[config.mk]
export PLATFORM = sky130hd
export DESIGN_NAME = size_class_segment_selector
export DESIGN_NICKNAME = d
export VERILOG_FILES = /design/src/hdl/scss_pkg.sv /design/src/hdl/size_class_segment_selector.sv /design/src/hdl/scss_fit_unit.sv
export SDC_FILE = /design/constraint.sdc
export NUM_CORES = 1
export LEC_CHECK = 0
export BUFFER_PORTS_ARGS = -buffer_cell sky130_fd_sc_hd__buf_2
export CORE_MARGIN = 2
export CORE_UTILIZATION = 30
export DETAILED_ROUTE_END_ITERATION = 8
export PLACE_DENSITY = 0.54
export SLEW_MARGIN = 30
export SYNTH_ARGS = -nofsm -noshare
export SYNTH_HDL_FRONTEND = slang
export SYNTH_SLANG_ARGS = --single-unit
[constraint.sdc]
create_clock -name clk -period 9.5 [get_ports clk]
set_input_delay 0.95 -clock clk [delete_from_list [all_inputs] [get_ports clk]]
set_output_delay 0.95 -clock clk [all_outputs]
set_load 0.02 [all_outputs]
[src/hdl/scss_pkg.sv]
// ----------------------------------------------------------------------------
// scss_pkg: shared types and constants of the size class segment selector
// Segment counts per class, alignment, field widths, codes and the
// write request that goes into the free count bank.
// ----------------------------------------------------------------------------
`timescale 1ns / 1ps
`default_nettype none

package scss_pkg;

  // Segments per size class; segments are numbered small, medium, large.
  localparam int SMALL_SEGS  = 4;
  localparam int MEDIUM_SEGS = 4;
  localparam int LARGE_SEGS  = 4;
  // Must be a power of two.
  localparam int ALIGN_BYTES = 8;

  localparam int TOTAL_SEGS = SMALL_SEGS + MEDIUM_SEGS + LARGE_SEGS;
  localparam int MAX_CLASS_SEGS =
      (SMALL_SEGS > MEDIUM_SEGS) ?
        ((SMALL_SEGS > LARGE_SEGS) ? SMALL_SEGS : LARGE_SEGS) :
        ((MEDIUM_SEGS > LARGE_SEGS) ? MEDIUM_SEGS : LARGE_SEGS);

  localparam int SEG_W = $clog2(TOTAL_SEGS);
  localparam int LOC_W = (MAX_CLASS_SEGS > 1) ? $clog2(MAX_CLASS_SEGS) : 1;
  localparam int CNT_W = $clog2(MAX_CLASS_SEGS + 1);

  // Field widths
  localparam int SEG_ID_W  = 4;
  localparam int BYTES_W   = 32;
  localparam int BUSY_W    = 12;
  localparam int ALIGNED_W = 33;
  localparam int NEED_W    = 34;
  localparam int HDR_W     = 8;
  localparam int CLS_W     = 2;

  // tdata layouts
  localparam int IN_DATA_W  = 80;
  localparam int OUT_DATA_W = 40;

  localparam int CFG_IDX_W = 2;

  localparam logic [ALIGNED_W-1:0] ALIGN_MASK = ALIGNED_W'(ALIGN_BYTES - 1);

  localparam logic [CLS_W-1:0] CLS_SMALL  = 2'd0;
  localparam logic [CLS_W-1:0] CLS_MEDIUM = 2'd1;
  localparam logic [CLS_W-1:0] CLS_LARGE  = 2'd2;

  localparam logic OP_LOAD   = 1'b0;
  localparam logic OP_SELECT = 1'b1;

  typedef enum logic [CFG_IDX_W-1:0] {
    REG_SMALL_LIMIT  = 2'd0,
    REG_MEDIUM_LIMIT = 2'd1,
    REG_HEADER_BYTES = 2'd2
  } cfg_reg_t;

  typedef enum logic [1:0] {
    S_IDLE,
    S_ALIGN,
    S_CLASS,
    S_SCAN
  } scss_state_t;

  typedef struct packed {
    logic               en;
    logic [SEG_W-1:0]   idx;
    logic [BYTES_W-1:0] data;
  } fc_wr_t;

  function automatic logic [SEG_W-1:0] class_base(input logic [CLS_W-1:0] cls);
    logic [SEG_W-1:0] b;
    case (cls)
      CLS_SMALL:  b = '0;
      CLS_MEDIUM: b = SEG_W'(SMALL_SEGS);
      default:    b = SEG_W'(SMALL_SEGS + MEDIUM_SEGS);
    endcase
    return b;
  endfunction

  function automatic logic [CNT_W-1:0] class_count(input logic [CLS_W-1:0] cls);
    logic [CNT_W-1:0] n;
    case (cls)
      CLS_SMALL:  n = CNT_W'(SMALL_SEGS);
      CLS_MEDIUM: n = CNT_W'(MEDIUM_SEGS);
      default:    n = CNT_W'(LARGE_SEGS);
    endcase
    return n;
  endfunction

endpackage

`default_nettype wire

[src/hdl/size_class_segment_selector.sv]
// ----------------------------------------------------------------------------
// size_class_segment_selector: next-fit segment choice by size class
// Keeps per-segment free byte counts and picks a segment for a request.
// ----------------------------------------------------------------------------
// Usage:
//   in_*  : one item per handshake; in_tuser is the opcode (load or select).
//           A load writes one segment's free count, a select asks for a
//           segment that fits the aligned request plus the header.
//   out_* : one result item per input item, held until out_tready.
//   cfg_* : register writes (small_limit, medium_limit, header_bytes), taken
//           at any time, always ready; write only while the block is idle.
// Timing: a load shows its result in the cycle after acceptance. A select
//   goes through the align and class states and then scans k segments
//   (1 up to the class size, 0 for a zero request); the single fit
//   comparator checks one segment per cycle.
// Throughput: one item at a time; in_tready is high only when no item is in
//   work and the output register is empty, so a stalled receiver holds off
//   the next item.
// Reset: free counts and last used segments go to zero, the registers to
//   their defaults (256, 4096, 16); no item and no result is pending.
// ----------------------------------------------------------------------------
`timescale 1ns / 1ps
`default_nettype none

module size_class_segment_selector (
  input  wire                                 clk,
  input  wire                                 rst_n,
  // segment_id[3:0], free_amount[35:4], request_bytes[67:36], busy_mask[79:68]
  input  wire [scss_pkg::IN_DATA_W-1:0]       in_tdata,
  // opcode[0]
  input  wire                                 in_tuser,
  input  wire                                 in_tvalid,
  output logic                                in_tready,
  // found[0], chosen_segment[4:1], size_class[6:5], aligned_bytes[39:7]
  output logic [scss_pkg::OUT_DATA_W-1:0]     out_tdata,
  output logic                                out_tvalid,
  input  wire                                 out_tready,
  input  wire                                 cfg_valid,
  output logic                                cfg_ready,
  input  wire [scss_pkg::CFG_IDX_W-1:0]       cfg_index,
  input  wire [scss_pkg::BYTES_W-1:0]         cfg_data
);
  import scss_pkg::*;

  scss_state_t state_r, state_nxt;

  logic [BYTES_W-1:0]   req_r, req_nxt;
  logic [BUSY_W-1:0]    busy_r, busy_nxt;
  logic [ALIGNED_W-1:0] aligned_r, aligned_nxt;
  logic [NEED_W-1:0]    need_r, need_nxt;
  logic [CLS_W-1:0]     cls_r, cls_nxt;
  logic [SEG_W-1:0]     base_r, base_nxt;
  logic [CNT_W-1:0]     cnt_r, cnt_nxt;
  logic [LOC_W-1:0]     loc_r, loc_nxt;
  logic [CNT_W-1:0]     scan_cnt_r, scan_cnt_nxt;
  logic                 have_fb_r, have_fb_nxt;
  logic [SEG_W-1:0]     fb_idx_r, fb_idx_nxt;
  logic [BYTES_W-1:0]   fb_free_r, fb_free_nxt;
  logic [SEG_W-1:0]     last_used_r [3];
  logic [SEG_W-1:0]     last_used_nxt [3];

  logic [BYTES_W-1:0]   small_limit_r, medium_limit_r;
  logic [HDR_W-1:0]     header_r;

  logic                 out_valid_r, out_valid_nxt;
  logic                 out_found_r, out_found_nxt;
  logic [SEG_ID_W-1:0]  out_seg_r, out_seg_nxt;
  logic [CLS_W-1:0]     out_cls_r, out_cls_nxt;
  logic [ALIGNED_W-1:0] out_aligned_r, out_aligned_nxt;

  fc_wr_t               fc_wr;
  logic [SEG_W-1:0]     cur_idx;
  logic [BYTES_W-1:0]   cur_free;
  logic                 cur_fits;
  logic [BUSY_W-1:0]    busy_sh;
  logic                 cur_busy;
  logic                 take_fb;

  logic [SEG_ID_W-1:0]  in_seg;
  logic [BYTES_W-1:0]   in_amount;
  logic [BYTES_W-1:0]   in_req;
  logic [BUSY_W-1:0]    in_busy;

  logic [SEG_W-1:0]     cls_last;
  logic [LOC_W-1:0]     start_loc;
  logic [CNT_W-1:0]     loc_inc;
  logic [CNT_W-1:0]     scan_loc_inc;

  assign in_seg    = in_tdata[3:0];
  assign in_amount = in_tdata[35:4];
  assign in_req    = in_tdata[67:36];
  assign in_busy   = in_tdata[79:68];

  assign in_tready  = (state_r == S_IDLE) && !out_valid_r;
  assign cfg_ready  = 1'b1;
  assign out_tvalid = out_valid_r;
  assign out_tdata  = {out_aligned_r, out_cls_r, out_seg_r, out_found_r};

  scss_fit_unit u_fit (
    .clk     (clk),
    .rst_n   (rst_n),
    .wr      (fc_wr),
    .rd_idx  (cur_idx),
    .need    (need_r),
    .rd_free (cur_free),
    .fits    (cur_fits)
  );

  assign cur_idx  = base_r + SEG_W'(loc_r);
  // Segments past the mask width shift out to zero: never busy.
  assign busy_sh  = busy_r >> cur_idx;
  assign cur_busy = busy_sh[0];
  assign take_fb  = cur_fits && (!have_fb_r || (fb_free_r < cur_free));

  // Next-fit start: one past the last used segment of the class, wrapped; location 1 if it lies outside the class.
  always_comb begin
    cls_last = last_used_r[cls_nxt];
    loc_inc  = '0;
    if ((int'(cls_last) >= int'(base_nxt)) &&
        (int'(cls_last) < int'(base_nxt) + int'(cnt_nxt))) begin
      loc_inc = CNT_W'(cls_last - base_nxt) + CNT_W'(1);
    end else begin
      loc_inc = CNT_W'(1);
    end
    start_loc = (loc_inc == cnt_nxt) ? '0 : LOC_W'(loc_inc);
  end

  assign scan_loc_inc = CNT_W'(loc_r) + CNT_W'(1);

  always_ff @(posedge clk) begin
    if (!rst_n) begin
      state_r     <= S_IDLE;
      out_valid_r <= 1'b0;
      have_fb_r   <= 1'b0;
      scan_cnt_r  <= '0;
      for (int i = 0; i < 3; i++) begin
        last_used_r[i] <= '0;
      end
    end else begin
      state_r     <= state_nxt;
      out_valid_r <= out_valid_nxt;
      have_fb_r   <= have_fb_nxt;
      scan_cnt_r  <= scan_cnt_nxt;
      for (int i = 0; i < 3; i++) begin
        last_used_r[i] <= last_used_nxt[i];
      end
    end
  end

  always_ff @(posedge clk) begin
    req_r         <= req_nxt;
    busy_r        <= busy_nxt;
    aligned_r     <= aligned_nxt;
    need_r        <= need_nxt;
    cls_r         <= cls_nxt;
    base_r        <= base_nxt;
    cnt_r         <= cnt_nxt;
    loc_r         <= loc_nxt;
    fb_idx_r      <= fb_idx_nxt;
    fb_free_r     <= fb_free_nxt;
    out_found_r   <= out_found_nxt;
    out_seg_r     <= out_seg_nxt;
    out_cls_r     <= out_cls_nxt;
    out_aligned_r <= out_aligned_nxt;
  end

  always_ff @(posedge clk) begin
    if (!rst_n) begin
      small_limit_r  <= BYTES_W'(256);
      medium_limit_r <= BYTES_W'(4096);
      header_r       <= HDR_W'(16);
    end else if (cfg_valid && cfg_ready) begin
      unique case (cfg_index)
        REG_SMALL_LIMIT:  small_limit_r  <= cfg_data;
        REG_MEDIUM_LIMIT: medium_limit_r <= cfg_data;
        REG_HEADER_BYTES: header_r       <= cfg_data[HDR_W-1:0];
        default: ;
      endcase
    end
  end

  always_comb begin
    state_nxt       = state_r;
    req_nxt         = req_r;
    busy_nxt        = busy_r;
    aligned_nxt     = aligned_r;
    need_nxt        = need_r;
    cls_nxt         = cls_r;
    base_nxt        = base_r;
    cnt_nxt         = cnt_r;
    loc_nxt         = loc_r;
    scan_cnt_nxt    = scan_cnt_r;
    have_fb_nxt     = have_fb_r;
    fb_idx_nxt      = fb_idx_r;
    fb_free_nxt     = fb_free_r;
    for (int i = 0; i < 3; i++) begin
      last_used_nxt[i] = last_used_r[i];
    end
    out_valid_nxt   = out_valid_r && !out_tready;
    out_found_nxt   = out_found_r;
    out_seg_nxt     = out_seg_r;
    out_cls_nxt     = out_cls_r;
    out_aligned_nxt = out_aligned_r;
    fc_wr.en        = 1'b0;
    fc_wr.idx       = SEG_W'(in_seg);
    fc_wr.data      = in_amount;

    unique case (state_r)
      S_IDLE: begin
        if (in_tvalid && in_tready) begin
          if (in_tuser == OP_LOAD) begin
            fc_wr.en        = int'(in_seg) < TOTAL_SEGS;
            out_valid_nxt   = 1'b1;
            out_found_nxt   = 1'b0;
            out_seg_nxt     = '0;
            out_cls_nxt     = CLS_SMALL;
            out_aligned_nxt = '0;
          end else begin
            req_nxt   = in_req;
            busy_nxt  = in_busy;
            state_nxt = S_ALIGN;
          end
        end
      end
      S_ALIGN: begin
        aligned_nxt = (ALIGNED_W'(req_r) + ALIGN_MASK) & ~ALIGN_MASK;
        state_nxt   = S_CLASS;
      end
      S_CLASS: begin
        if (aligned_r <= ALIGNED_W'(small_limit_r)) begin
          cls_nxt = CLS_SMALL;
        end else if (aligned_r <= ALIGNED_W'(medium_limit_r)) begin
          cls_nxt = CLS_MEDIUM;
        end else begin
          cls_nxt = CLS_LARGE;
        end
        base_nxt     = class_base(cls_nxt);
        cnt_nxt      = class_count(cls_nxt);
        loc_nxt      = start_loc;
        need_nxt     = NEED_W'(aligned_r) + NEED_W'(header_r);
        scan_cnt_nxt = '0;
        have_fb_nxt  = 1'b0;
        if (req_r == '0) begin
          out_valid_nxt   = 1'b1;
          out_found_nxt   = 1'b0;
          out_seg_nxt     = '0;
          out_cls_nxt     = cls_nxt;
          out_aligned_nxt = aligned_r;
          state_nxt       = S_IDLE;
        end else begin
          state_nxt = S_SCAN;
        end
      end
      S_SCAN: begin
        if (take_fb) begin
          fb_idx_nxt  = cur_idx;
          fb_free_nxt = cur_free;
        end
        have_fb_nxt = have_fb_r || cur_fits;
        if (cur_fits && !cur_busy) begin
          // first free fitting segment wins
          out_valid_nxt          = 1'b1;
          out_found_nxt          = 1'b1;
          out_seg_nxt            = SEG_ID_W'(cur_idx);
          out_cls_nxt            = cls_r;
          out_aligned_nxt        = aligned_r;
          last_used_nxt[cls_r]   = cur_idx;
          state_nxt              = S_IDLE;
        end else if (scan_cnt_r == cnt_r - CNT_W'(1)) begin
          // end of class: fall back to the roomiest busy segment that fits, if any
          out_valid_nxt   = 1'b1;
          out_found_nxt   = have_fb_nxt;
          out_seg_nxt     = have_fb_nxt ? SEG_ID_W'(fb_idx_nxt) : '0;
          out_cls_nxt     = cls_r;
          out_aligned_nxt = aligned_r;
          if (have_fb_nxt) begin
            last_used_nxt[cls_r] = fb_idx_nxt;
          end
          state_nxt = S_IDLE;
        end else begin
          loc_nxt      = (scan_loc_inc == cnt_r) ? '0 : LOC_W'(scan_loc_inc);
          scan_cnt_nxt = scan_cnt_r + CNT_W'(1);
        end
      end
      default: state_nxt = S_IDLE;
    endcase
  end

  // --------------------------------------------------------------------------
  // Assertions
  // --------------------------------------------------------------------------
  a_none_zero_seg: assert property (@(posedge clk) disable iff (!rst_n)
    out_valid_r && !out_found_r |-> out_seg_r == '0)
    else $error("result without a segment carries a nonzero index");

  a_found_recorded: assert property (@(posedge clk) disable iff (!rst_n)
    out_valid_r && out_found_r
      |-> SEG_ID_W'(last_used_r[out_cls_r]) == out_seg_r)
    else $error("chosen segment not recorded as last used");

  a_scan_bound: assert property (@(posedge clk) disable iff (!rst_n)
    state_r == S_SCAN |-> scan_cnt_r < cnt_r)
    else $error("scan ran past the class segments");

  a_fallback_fits: assert property (@(posedge clk) disable iff (!rst_n)
    state_r == S_SCAN && have_fb_r |-> NEED_W'(fb_free_r) >= need_r)
    else $error("fallback segment does not fit the request");

  a_busy_while_work: assert property (@(posedge clk) disable iff (!rst_n)
    state_r == S_SCAN |=> !out_valid_r || state_r == S_IDLE)
    else $error("result shown while the scan is still running");

endmodule

`default_nettype wire

[src/hdl/scss_fit_unit.sv]
// ----------------------------------------------------------------------------
// scss_fit_unit: free count bank with the shared fit comparator
// Holds one free byte count per segment, takes one write per cycle and
// compares the count of the addressed segment against the needed size.
// ----------------------------------------------------------------------------
`timescale 1ns / 1ps
`default_nettype none

module scss_fit_unit (
  input  wire                              clk,
  input  wire                              rst_n,
  input  scss_pkg::fc_wr_t                 wr,
  input  wire [scss_pkg::SEG_W-1:0]        rd_idx,
  input  wire [scss_pkg::NEED_W-1:0]       need,
  output logic [scss_pkg::BYTES_W-1:0]     rd_free,
  output logic                             fits
);
  import scss_pkg::*;

  logic [BYTES_W-1:0] free_r [TOTAL_SEGS];

  always_ff @(posedge clk) begin
    if (!rst_n) begin
      for (int i = 0; i < TOTAL_SEGS; i++) begin
        free_r[i] <= '0;
      end
    end else if (wr.en) begin
      free_r[wr.idx] <= wr.data;
    end
  end

  assign rd_free = free_r[rd_idx];
  assign fits    = NEED_W'(rd_free) >= need;

endmodule

`default_nettype wire
== Yosys cells after proc, flatten, opt, wreduce, memory -nomap -nowiden ==
Memory sizes are Yosys's and may differ from the RTL's.
Index checks and enable logic that the tools add are counted.

* Add/sub/neg operators: 9
* $mul: 0
* Div/mod/pow operators: 0
* Order comparisons: 9
* Eq/ne operators: 16
* Shifts and indexed selects: 1
* Muxes and demuxes: 78
* Bitwise operators: 4
* Reductions and logical operators: 28

{| class="wikitable"
|+ Operator list
! operator !! count
|-
| $mux 33 || 5
|-
| $pmux 33 s3 || 1
|-
| $le 33x32->1 || 2
|-
| $mux 4 || 14
|-
| $mux 12 || 4
|-
| $mux 2 || 18
|-
| $add 33x8->34 || 1
|-
| $ge 32x34->1 || 1
|-
| $add 32x3->33 const B || 1
|-
| $logic_not 32->1 || 1
|-
| $lt 32x32->1 || 1
|-
| $mux 32 || 1
|-
| $reduce_or 32->1 || 1
|-
| $bwmux 12 || 2
|-
| $mux 1 || 19
|-
| $mux 3 || 4
|-
| $pmux 4 s3 || 1
|-
| $shr 12x4->1 || 1
|-
| $ne 2x2->1 const B || 5
|-
| $eq 3x3->1 || 3
|-
| $reduce_and 3->1 || 3
|-
| $demux 4 s2 || 1
|-
| $pmux 2 s4 || 1
|-
| $pmux 4 s2 || 1
|-
| 30 further kinds || 53
|}

* Flip-flop bits (word level): 274
* Latch bits: 0
* RAM bits: 396
* Memory bits (read-only): 0
* Logic and storage cells: 168
* Memories kept: 2

{| class="wikitable"
|+ Memory list
! name !! depth !! bits a word !! rd ports !! clocked after Yosys merged registers in !! wr ports !! RTL line !! text
|-
| u_fit.free_r || 12 || 32 || 1 || 0 || 12 || scss_fit_unit.sv:20 || <nowiki>logic [BYTES_W-1:0] free_r [TOTAL_SEGS];</nowiki>
|-
| last_used_r || 3 || 4 || 4 || 0 || 3 || size_class_segment_selector.sv:59 || <nowiki>logic [SEG_W-1:0] last_used_r [3];</nowiki>
|}

== Logic depth before layout (Yosys ltp) ==
* Depth after elaboration: 14
* Depth in mapped cells: 22
* Depth with buffers taken out: 22

== Hierarchy ==
From an unflattened synthesis, not the netlist that was laid out.

* Cells, all modules: 2595
* Area, all modules: 37269.5 µm²

{| class="wikitable"
|+ By module, submodules not included
! module !! times used !! cells each !! area each (µm²) !! sequential area each (µm²)
|-
| scss_fit_unit || 1 || 1309 || 23204.8 || 15374.7
|-
| size_class_segment_selector || 1 || 1286 || 14064.7 || 7497.2
|}

== Worst setup path after synthesis ==
Ideal clock, no wire load.

* Path type: flip-flop to flip-flop
* Start: register loc_r[0]
* End: register fb_free_r[0] (enable)
* Library setup time: 0.461 ns
* Arrival time: 7.076 ns
* Setup slack: 1.963 ns
* Cell stages (with the launch flop): 19
* Clock period less this slack: 7.537 ns
* Path through: edfxtp_1 -> ha_1 -> fa_1 -> clkbuf_1 -> clkbuf_1 -> buf_1 -> clkbuf_1 -> mux4_2 -> mux4_2 -> inv_1 -> ha_1 -> a21o_1 -> a21o_1 -> a21oi_1 -> nor2_1 -> or4_1 -> o311ai_4 -> nand2_2 -> nor3_1

* Word-level cells in the longest chain between the ends: 6

{| class="wikitable"
|+ Ends and longest elaborated chain
! what !! RTL line !! text
|-
| start, declared || size_class_segment_selector.sv:54 || <nowiki>logic [LOC_W-1:0] loc_r, loc_nxt;</nowiki>
|-
| start signal, assigned || size_class_segment_selector.sv:158 || <nowiki>loc_r <= loc_nxt;</nowiki>
|-
| $add 4x2->4 * || size_class_segment_selector.sv:109 || <nowiki>assign cur_idx = base_r + SEG_W'(loc_r);</nowiki>
|-
| $mem_v2 12x32 * || - ||
|-
| net cur_free[9] || size_class_segment_selector.sv:73 || <nowiki>logic [BYTES_W-1:0] cur_free;</nowiki>
|-
| $lt 32x32->1 || size_class_segment_selector.sv:113 || <nowiki>assign take_fb = cur_fits && (!have_fb_r || (fb_free_r < cur_free));</nowiki>
|-
| $logic_or 1x1->1 || size_class_segment_selector.sv:113 ||
|-
| $logic_and 1x1->1 * || size_class_segment_selector.sv:113 ||
|-
| $reduce_and 2->1 (no line) * || - ||
|-
| end signal, assigned || size_class_segment_selector.sv:160 || <nowiki>fb_free_r <= fb_free_nxt;</nowiki>
|-
| end, declared || size_class_segment_selector.sv:58 || <nowiki>logic [BYTES_W-1:0] fb_free_r, fb_free_nxt;</nowiki>
|}

Mark *: on every way through the listed nets, which the timed path passes. The rest lies on a longest branch.
A chain may end at the register's enable or synchronous reset.

== Worst setup path in the final report ==
* Start: register loc_r[0]
* End: register out_aligned_r[8] (enable)

* Word-level cells in the longest chain between the ends: 6

{| class="wikitable"
|+ Ends and longest elaborated chain
! what !! RTL line !! text
|-
| $add 4x2->4 || size_class_segment_selector.sv:109 ||
|-
| $mem_v2 12x32 || - ||
|-
| net cur_free[20] || size_class_segment_selector.sv:73 ||
|-
| $ge 32x34->1 || scss_fit_unit.sv:33 || <nowiki>assign fits = NEED_W'(rd_free) >= need;</nowiki>
|-
| $logic_and 1x1->1 || size_class_segment_selector.sv:260 || <nowiki>if (cur_fits && !cur_busy) begin</nowiki>
|-
| $ne 3x3->1 (no line) || - ||
|-
| $reduce_and 5->1 (no line) || - ||
|-
| end signal, assigned || size_class_segment_selector.sv:164 || <nowiki>out_aligned_r <= out_aligned_nxt;</nowiki>
|-
| end, declared || size_class_segment_selector.sv:69 || <nowiki>logic [ALIGNED_W-1:0] out_aligned_r, out_aligned_nxt;</nowiki>
|}

The timed path passes the listed nets, and every way through them passes these cells.

==> flow_summary.toml <==
[route]
via_count = 21800
wl_per_cell_um = 22.4
drc_errors = 0
via_per_inst = 4.76
routed_wl_mm = 103
drtPass1Iterations = 5
drtIter0Drc = 2082
ant_nets = 0

[grt]
grt_max_degree = 72
grt_pass1_wl_mm = 149
grt_pass1_vias = 21700
grt_overflow = 0
grt_use_total_pct = 16.3
grt_antenna_before_repair = 17

[synth]
ys_warn_count = 0
synth_edf_count = 695
synth_cell_type_count = 74
postSynthRegisterBits = 795
synthArstFlopShare_pct = 0
avgSynthCellArea_um2 = 14.1
yosys-top-cells-area = "edfxtp_1, mux4_2, and2_1"
netlist_area_mm2 = 0.0367
ys_seq_area_share_pct = 62.3
yosys.area.top_type = "edfxtp_1"
synth_cells = 2610
synth_ff_type = "edfxtp_1"
yosys.area.top_type_share_pct = 56.8

[hold_path]
hp-class = "reg2reg"

[setup_path]
cp_slowest_stage_delay_ns = 1.31
cp_data_arrival_time_ns = 7.17
critical_path_required_ns = 9.78
path_cells = "ha_4 > fa_4 > buf_4 > mux4_2 > mux4_2 > ha_1 > and3_1 > nand4_1 > nor3_1 > a221oi_1 > o32ai_1 > nor2_1 > o21bai_1 > a21oi_1 > a21oi_4 > buf_4"
regToRegSetupSlack_ns = 2.61
critPathKind = "reg2reg"
path_delay_family = "adder cells"
critPathMaxFanout = 46
crit_slowest_cell = "fa_4"
start_kind = "register"
path_buf_inv = 2
end_kind = "register"

[finish]
layout.nets = 3151
layout_commonest_cell = "edfxtp_1"
drive_gt1_share_pct = 18.7
final_cell_mix = "edfxtp_1, and2_1, nand2_1"
syn2layout_area_growth_pct = 17.2
multi_input_area_mm2 = 0.0134
nFillCells = 11700
regArea_mm2 = 0.0229

[run_status]
status = "finished, final reports clean"

[clock_tree]
cts_hold_buf = 0
post-cts-setup-buffers = 0
numCtsBuffers = 88
cts_resized = 0
cts-root-buf = "clkbuf_16"
htreeDepth = 3
tritoncts = "yes"
clockBufferDepth = 3
cts.sinks = 795
clkTransAtPathRegs_ns = 0.06
clock_latency_ns = 0.65

[timing]
fmax_mhz = 145
finClkSkew_ns = 0.0570
hold_ws_ns = 0.453
period_minus_slack_ns = 6.89
period_share_pct = 72.5
tns_ns = 0
relSlewSlack_pct = 41.1
rsz0062_at_grt = "false"
drv_slew = 0
worst_pin_slew_ns = 0.880
setup_viol = 0
finalHoldViolations = 0

[place]
io_buffers = 158
dpl.hpwl_mm = 63.4
place_congestion = 0.837

[floorplan]
num_rows = 128
die_h_um = 354
dieArea_mm2 = 0.125
pin_count = 163
start_util_pct = 30.2
die_w_um = 354
core_region_area_mm2 = 0.122

[power_and_ir_drop]
ir_drop_mv = 0.123
leakagePower_nw = 16.0
powerDensity_mw_per_mm2 = 208

[flow_run]
drv_cap = 0
kinds of logic after synthesis:
logic type	share of synthesized area (%)
flip-flops	62.3
buffers and inverters	3.11
XOR/XNOR	1.74
other	0.0205
AND/OR/NAND/NOR	12.9
AO/OA/AOI/OAI	4.32
multiplexers	10.6
adder cells (fa/ha/maj)	5.07
cells in the mapped netlist (20+ instances only):
cell,count
nand2_1,206
and2_1,417
edfxtp_1,695
inv_1,148
a21oi_1,111
nand3_1,38
dfxtp_1,100
nor2_1,62
nand4_1,35
xnor2_1,50
o21ai_0,32
xor2_1,20
mux4_2,163
ha_1,144
clkbuf_1,128
a21o_1,31
layout make-up:
cell class                 count  share of cell area [%]
clock inverter                49                    1.34
multi-input combinational   1647                    31.1
antenna                        3                  0.0174
clock buffer                 111                    5.62
tap                         1625                    4.72
timing repair buffer         203                    2.73
inverter                     149                    1.30
sequential                   795                    53.2
path summary, 6_finish.rpt:
| kind | start | endpoint | cells after the start |
|---|---|---|---|
| setup / recovery | loc_r[0] | out_aligned_r[8] | 16 |
| hold reg to reg | medium_limit_r[14] | medium_limit_r[14] | 2 |
| hold / removal | medium_limit_r[14] | medium_limit_r[14] | 2 |
| setup reg to reg | loc_r[0] | out_aligned_r[8] | 16 |
worst register-to-register path: cells and delay by family, from the launching register on:
family                     cells  cell delay, ns
adders and majority gates      3            1.84
AOI/OAI and AO/OA              5            1.43
buffers and inverters          2            0.94
and+or+nand+nor                4            0.93
muxes                          2            0.90
DFF                            1            0.47
state kept, by name, indices dropped and copies added (netlist names), 8 cells and up:
| name | cells |
|---|---|
| fb_free_r | 32 |
| need_r | 34 |
| small_limit_r | 32 |
| header_r | 8 |
| out_aligned_r | 30 |
| last_used_r | 12 |
| req_r | 32 |
| u_fit.free_r | 512 |
| busy_r | 12 |
| medium_limit_r | 32 |
| aligned_r | 30 |
through the flow:
step	cells	power [mW]	setup WS (ns)	util (%)	instance area [um^2]
finish	4582	8.94	2.61	35.4	43000
CTS	4579	9.03	2.52	35.4	43000
global route	4580	9.28	2.18	35.4	43000
global placement	4417	5.46	2.63	32.9	40000
floorplan	2740	4.97	1.96	-	37200
detailed placement	4419	5.47	2.51	32.9	40000
where the power goes:
group | switching [mW] | total (mW) | internal [mW] | leakage [nW]
logic | 0.768 | 1.25 | 0.485 | 6.82
clock network | 1.42 | 3.55 | 2.13 | 1.46
registers | 0.114 | 4.14 | 4.02 | 7.72
total | 2.30 | 8.94 | 6.63 | 16.0
metal layers:
metal | GRT usage, % | vias to the layer above | wire, um
met5 | 0 | - | 57
met4 | 3.68 | 8 | 2000
met3 | 3.10 | 142 | 6710
met2 | 26.3 | 666 | 48500
met1 | 22.6 | 11000 | 45500
li1 | - | 9980 | -
Note: power is estimated with default switching activity, not from simulation.
